$ cat src/sv/dcmm_pkg.sv
// ----------------------------------------------------------------------------
// dcmm_pkg: shared types and the magnitude helper for the dual-channel moving median
// Sample and magnitude types, and the magnitude function used at chain entry.
// ----------------------------------------------------------------------------
`timescale 1ns / 1ps

package dcmm_pkg;

  localparam int SAMPLE_W = 16;
  localparam int MAG_W    = SAMPLE_W + 1;

  typedef logic signed [SAMPLE_W-1:0] sample_t;
  typedef logic [MAG_W-1:0]           mag_t;

  // |v| in one extra bit, so the most negative count keeps its magnitude
  function automatic mag_t mag_of(input sample_t v);
    mag_t ext;
    ext = {v[SAMPLE_W-1], v};
    return v[SAMPLE_W-1] ? (~ext + mag_t'(1)) : ext;
  endfunction

endpackage

$ cat src/sv/dual_channel_moving_median.sv
// ----------------------------------------------------------------------------
// dual_channel_moving_median: two-wheel moving median, ordered by magnitude
// An accepted word enters the window; its median then moves into the output register.
// Throughput: one word per cycle unless a stalled result holds the window full.
// Reset (rst, synchronous): both windows clear to zero, pipeline empties.
// The zeros left by reset are real window entries and take part in ranking.
// ----------------------------------------------------------------------------
`timescale 1ns / 1ps

module dual_channel_moving_median
  import dcmm_pkg::*;
#(
  parameter int WINDOW_LEN = 5
) (
  input  logic    clk,
  input  logic    rst,
  // input words
  input  logic    count_valid,
  output logic    count_stall,
  input  sample_t left_count,
  input  sample_t right_count,
  // result words
  output logic    median_valid,
  input  logic    median_stall,
  output sample_t left_median,
  output sample_t right_median
);

  // --------------------------------------------------------------------------
  // Handshake and pipeline control.
  // Stage 1 is the window itself: after a shift it holds the state whose
  // median is still owed. It may not shift again until that median has moved
  // into the output register, which can happen in the same cycle.
  // --------------------------------------------------------------------------
  logic s1_valid;
  logic out_free;
  logic move;
  logic accept;

  assign out_free    = !median_valid || !median_stall;
  assign move        = s1_valid && out_free;
  assign count_stall = s1_valid && !out_free;
  assign accept      = count_valid && !count_stall;

  always_ff @(posedge clk) begin
    if (rst) begin
      s1_valid     <= 1'b0;
      median_valid <= 1'b0;
    end else begin
      if (accept) begin
        s1_valid <= 1'b1;
      end else if (move) begin
        s1_valid <= 1'b0;
      end
      if (move) begin
        median_valid <= 1'b1;
      end else if (out_free) begin
        median_valid <= 1'b0;
      end
    end
  end

  // --------------------------------------------------------------------------
  // Window chains: tap 0 is the oldest, tap WINDOW_LEN-1 takes the new count.
  // Magnitude is computed once at entry and travels with the sample.
  // --------------------------------------------------------------------------
  sample_t left_win   [WINDOW_LEN];
  mag_t    left_mags  [WINDOW_LEN];
  sample_t right_win  [WINDOW_LEN];
  mag_t    right_mags [WINDOW_LEN];

  for (genvar i = 0; i < WINDOW_LEN; i++) begin : g_tap
    sample_t l_din;
    mag_t    l_din_mag;
    sample_t r_din;
    mag_t    r_din_mag;

    if (i == WINDOW_LEN - 1) begin : g_head
      assign l_din     = left_count;
      assign l_din_mag = mag_of(left_count);
      assign r_din     = right_count;
      assign r_din_mag = mag_of(right_count);
    end else begin : g_body
      assign l_din     = left_win[i+1];
      assign l_din_mag = left_mags[i+1];
      assign r_din     = right_win[i+1];
      assign r_din_mag = right_mags[i+1];
    end

    dcmm_cell u_left_cell (
      .clk        (clk),
      .rst        (rst),
      .shift      (accept),
      .din_sample (l_din),
      .din_mag    (l_din_mag),
      .sample     (left_win[i]),
      .mag        (left_mags[i])
    );

    dcmm_cell u_right_cell (
      .clk        (clk),
      .rst        (rst),
      .shift      (accept),
      .din_sample (r_din),
      .din_mag    (r_din_mag),
      .sample     (right_win[i]),
      .mag        (right_mags[i])
    );
  end

  // --------------------------------------------------------------------------
  // Median pick per channel, then the output register.
  // --------------------------------------------------------------------------
  sample_t left_pick;
  sample_t right_pick;

  dcmm_select #(
    .WINDOW_LEN (WINDOW_LEN)
  ) u_left_select (
    .win    (left_win),
    .mags   (left_mags),
    .median (left_pick)
  );

  dcmm_select #(
    .WINDOW_LEN (WINDOW_LEN)
  ) u_right_select (
    .win    (right_win),
    .mags   (right_mags),
    .median (right_pick)
  );

  always_ff @(posedge clk) begin
    if (move) begin
      left_median  <= left_pick;
      right_median <= right_pick;
    end
  end

  // --------------------------------------------------------------------------
  // Checks
  // --------------------------------------------------------------------------
  a_stall_only_when_full: assert property (@(posedge clk) disable iff (rst)
    count_stall |-> (s1_valid && median_valid && median_stall))
    else $error("input stalled while pipeline has room");

  a_accept_fills_s1: assert property (@(posedge clk) disable iff (rst)
    accept |=> s1_valid)
    else $error("accepted word did not reach window stage");

  a_s1_drains: assert property (@(posedge clk) disable iff (rst)
    (s1_valid && !median_valid) |=> median_valid)
    else $error("window stage did not drain into free output register");

  a_head_loaded: assert property (@(posedge clk) disable iff (rst)
    accept |=> ((left_win[WINDOW_LEN-1] == $past(left_count)) &&
                (right_win[WINDOW_LEN-1] == $past(right_count))))
    else $error("newest tap does not hold accepted count");

endmodule

$ cat src/sv/dcmm_cell.sv
// ----------------------------------------------------------------------------
// dcmm_cell: one tap of the sample window
// Holds a sample and its magnitude; loads from its neighbor on each shift.
// ----------------------------------------------------------------------------
`timescale 1ns / 1ps

module dcmm_cell
  import dcmm_pkg::*;
(
  input  logic    clk,
  input  logic    rst,
  input  logic    shift,
  input  sample_t din_sample,
  input  mag_t    din_mag,
  output sample_t sample,
  output mag_t    mag
);

  always_ff @(posedge clk) begin
    if (rst) begin
      sample <= '0;
      mag    <= '0;
    end else if (shift) begin
      sample <= din_sample;
      mag    <= din_mag;
    end
  end

endmodule

$ cat src/sv/dcmm_select.sv
// ----------------------------------------------------------------------------
// dcmm_select: stable magnitude rank and median pick over one window
// Every tap counts the taps ordered ahead of it; the tap at the middle rank
// drives the result. Ties go to the older tap (lower index).
// ----------------------------------------------------------------------------
`timescale 1ns / 1ps

module dcmm_select
  import dcmm_pkg::*;
#(
  parameter int WINDOW_LEN = 5
) (
  input  sample_t win  [WINDOW_LEN],
  input  mag_t    mags [WINDOW_LEN],
  output sample_t median
);

  localparam int RANK_W = $clog2(WINDOW_LEN);
  localparam logic [RANK_W-1:0] MID_RANK = RANK_W'(WINDOW_LEN / 2);

  logic [RANK_W-1:0] rank [WINDOW_LEN];

  always_comb begin
    for (int i = 0; i < WINDOW_LEN; i++) begin
      rank[i] = '0;
      for (int j = 0; j < WINDOW_LEN; j++) begin
        if ((mags[j] < mags[i]) || ((mags[j] == mags[i]) && (j < i))) begin
          rank[i] = rank[i] + RANK_W'(1);
        end
      end
    end
  end

  // ranks form a permutation, so exactly one tap hits the middle
  always_comb begin
    median = '0;
    for (int i = 0; i < WINDOW_LEN; i++) begin
      if (rank[i] == MID_RANK) begin
        median = median | win[i];
      end
    end
  end

endmodule
$ cat config.mk
export PLATFORM = sky130hd
export DESIGN_NAME = dual_channel_moving_median
export DESIGN_NICKNAME = d
export VERILOG_FILES = /design/src/sv/dcmm_pkg.sv /design/src/sv/dual_channel_moving_median.sv /design/src/sv/dcmm_cell.sv /design/src/sv/dcmm_select.sv
export SDC_FILE = /design/constraint.sdc
export NUM_CORES = 1
export LEC_CHECK = 0
export ABC_AREA = 1
export BUFFER_PORTS_ARGS = -buffer_cell sky130_fd_sc_hd__buf_2
export CORE_MARGIN = 3
export CORE_UTILIZATION = 30
export CTS_BUF_LIST = sky130_fd_sc_hd__clkbuf_4 sky130_fd_sc_hd__clkbuf_8
export CTS_CLUSTER_DIAMETER = 100
export DETAILED_ROUTE_END_ITERATION = 12
export GPL_TIMING_DRIVEN = 0
export SYNTH_ARGS = -nofsm -noshare
export SYNTH_HDL_FRONTEND = slang
export SYNTH_SLANG_ARGS = --single-unit
$ cat constraint.sdc
create_clock -name clk -period 4.65 [get_ports clk]
set_input_delay 0.465 -clock clk [delete_from_list [all_inputs] [get_ports clk]]
set_output_delay 0.465 -clock clk [all_outputs]
set_load 0.005 [all_outputs]
==> reports/metrics.yaml <==
gr-usage-met3_pct: 3.02
gp_congestion: 0.934
final_hold_viol_count: 0
viasPerCell: 5.12
critPathLaunch: "g_tap[2].u_right_cell.mag[2]"
drcViolationCount: 0
drt-total-wl_um: 82400
vias: 22800
root_buffer: "clkbuf_8"
dieHeight_um: 287
cts_sinks: 354
crit_path_end_kind: "register"
grt_max_degree: 18
synth-edff-count: 32
min-delay-start: "left_count[5]"
grt_use_met2_pct: 31.4
use_met1_pct: 27.5
finalCriticalPeriod_ns: 4.50
cp-start-kind: "register"
ant_nets: 0
cts_tree: "done"
rsz0062_at_grt: "false"
finalSetupViolCount: 0
synthCells: 3228
final_cell_mix: "495 x nand2_1, 405 x inv_1, 376 x a21oi_1, 372 x ha_1, 329 x o21ai_0"
initial_utilization_pct: 30.4
fin_skew_ns: 0.0460
max-cap-violations: 0
p_per_area_nw_per_um2: 400
syn_area_um2: 23600
yosys.cell_types.count: 52
grt_first_pass_wirelength_um: 125000
slew_viol_final: 0
antenna_found_initial: 2
wire_per_inst_um: 18.5
p_leak_nw: 12.5
cp.arrival_ns: 4.86
nNetsFinal: 3773
grt_usage_pct: 19.7
maxSlewHeadroom_pct: 40.5
place_area_um2: 25300
crit_type: "register to register"
status: "completed"
tightest_slew_ns: 0.893
required_ns: 5.01
ir_drop_uv: 263
first_pass_iters: 6
cts_setup_buffers: 0
layout-drive-gt1-share_pct: 8.02
core_um2: 77700
first_iter_violations: 2008
clk_latency_ns: 0.65
fin_util_pct: 34.4
crit_fanout: 10
io_pins: 70
hp-class: "input port to register"
clk_path_buf_depth: 3
n_fill_cell: 8352
syn2layout_area_growth_pct: 13.3
max_freq_mhz: 222
power_w: 0.0107
final_common_cell: "nand2_1"
ys.flop_type: "dfxtp_1"
clk_pin_slew_ns: 0.06
ys_seq_area_share_pct: 31.4
ys_seq_elements: 354
cts_buffers: 66
grt_pass1_vias: 21100
fp-row-count: 102
overflow: 0
post-route-cell-area_um2: 26700
synth_nets: 3636
dpl.hpwl_um: 64600
syn_avg_cell_area_um2: 7.31
die_width_um: 287
yosys_warnings: 0
period_share_pct: 96.8
htree_levels: 3
fin_tns_setup_ns: 0
r2r-start: "g_tap[2].u_right_cell.mag[2]"
io_buffers: 68
synthArstFlopShare_pct: 0
die_area_um2: 82100
top_usage_layer: "met2"
[stage by stage]
step | cells | hold WS, ns | worst slack, ns
2_1_floorplan | 3228 | 0.444 | 1.35
3_3_place_gp | 4336 | 0.461 | -0.308
3_5_place_dp | 4337 | 0.464 | -0.296
4_1_cts | 4455 | 0.0957 | 0.0597
5_1_grt | 4456 | 0.134 | 0.0210
6_report | 4456 | 0.143 | 0.147
[state kept, by name (all words and copies together) (netlist names)]
signal / flops
g_tap.u_right_cell.sample: 80
g_tap.u_left_cell.sample: 80
median_valid: 1
s1_valid: 1
g_tap.u_left_cell.mag: 80
left_median: 16
right_median: 16
g_tap.u_right_cell.mag: 80
[worst max-delay path, stage by stage, from the launching register on]
cell and delay [ns]:
dfxtp_1 0.44, inv_1 0.12, ha_1 0.31, a21oi_1 0.23, a21oi_1 0.11, o21ai_1 0.27
nand4_1 0.24, a21oi_2 0.25, o221ai_1 0.22, nand2_2 0.20, inv_1 0.10, ha_1 0.31
nand3_1 0.10, nand2_1 0.11, inv_1 0.04, ha_1 0.19, nand3_1 0.10, inv_1 0.05
nand2_1 0.05, nand2_1 0.20, buf_4 0.26, nand4_1 0.09, nand2_1 0.05, nor2_1 0.11
nand2_1 0.08
[path summary, 6_finish.rpt]
path	end	slack, ns	cells after the start
setup / recovery	right_median[8]	0.15	24
hold / removal	g_tap[4].u_left_cell.mag[5]	0.14	3
setup reg to reg	right_median[8]	0.15	24
hold reg to reg	g_tap[3].u_right_cell.sample[6]	0.45	2
[metal layers]
layer  routed length [um]  vias to the layer above
li1                     -                    11300
met1                38500                    10600
met2                36300                      790
met3                 5610                      136
met4                 2100                        0
met5                    0                        -
[cells in the mapped netlist, types with 5 or more instances]
master	n	area share [%]
dfxtp_1	322	27
a21o_1	12	0.38
nor2_2	16	0.42
a211oi_1	7	0.22
nor3_1	33	0.70
nor2_1	282	4.5
nand3b_1	18	0.57
buf_6	5	0.24
inv_1	405	6.4
nand2_1	496	7.9
nand4_1	98	2.6
clkbuf_1	100	1.6
nor3_2	6	0.25
nand3_1	174	3.7
a31oi_1	18	0.48
o21a_1	8	0.25
buf_4	5	0.16
a21oi_1	378	8.0
o21ai_0	330	7.0
ha_1	372	20
buf_2	12	0.25
and2_1	7	0.19
nand2_2	17	0.45
edfxtp_1	32	4.1
o221ai_1	6	0.22
nor3b_1	5	0.16
buf_1	6	0.095
[layout make-up]
type / count / area [um2] / area share (%)
Tap cell: 1040 / 1300 / 4.87
Inverter: 412 / 1550 / 5.78
Clock buffer: 111 / 1370 / 5.13
Antenna cell: 1 / 2.50 / 0.00936
Multi-Input combinational cell: 2334 / 14100 / 52.9
Sequential cell: 354 / 7410 / 27.7
Buffer: 128 / 552 / 2.06
Timing Repair Buffer: 69 / 368 / 1.38
Clock inverter: 7 / 51.3 / 0.192
[what timing repair did]
item	CTS	global route
resized for setup	2	5
endpoints found under the setup margin	16	16
hold endpoints to repair	0	0
hold buffers	0	0
[logic make-up (layout without fill, tap and decap cells)]
family | count (synthesis) | after routing | synth area share, %
fa+ha+maj | 372 | 372 | 19.7
other cells | 0 | 1 | 0
compound gates | 783 | 783 | 17.4
buf+inv | 540 | 727 | 8.89
simple gates | 1173 | 1173 | 22.3
xor+xnor | 6 | 6 | 0.334
flops | 354 | 354 | 31.4
[where the power goes]
part / internal [W] / switching [W]
Clock: 0.00186 / 0.00142
Combinational: 0.00121 / 0.00262
Sequential: 0.00338 / 0.000215
(Power assumes the default switching activity.)
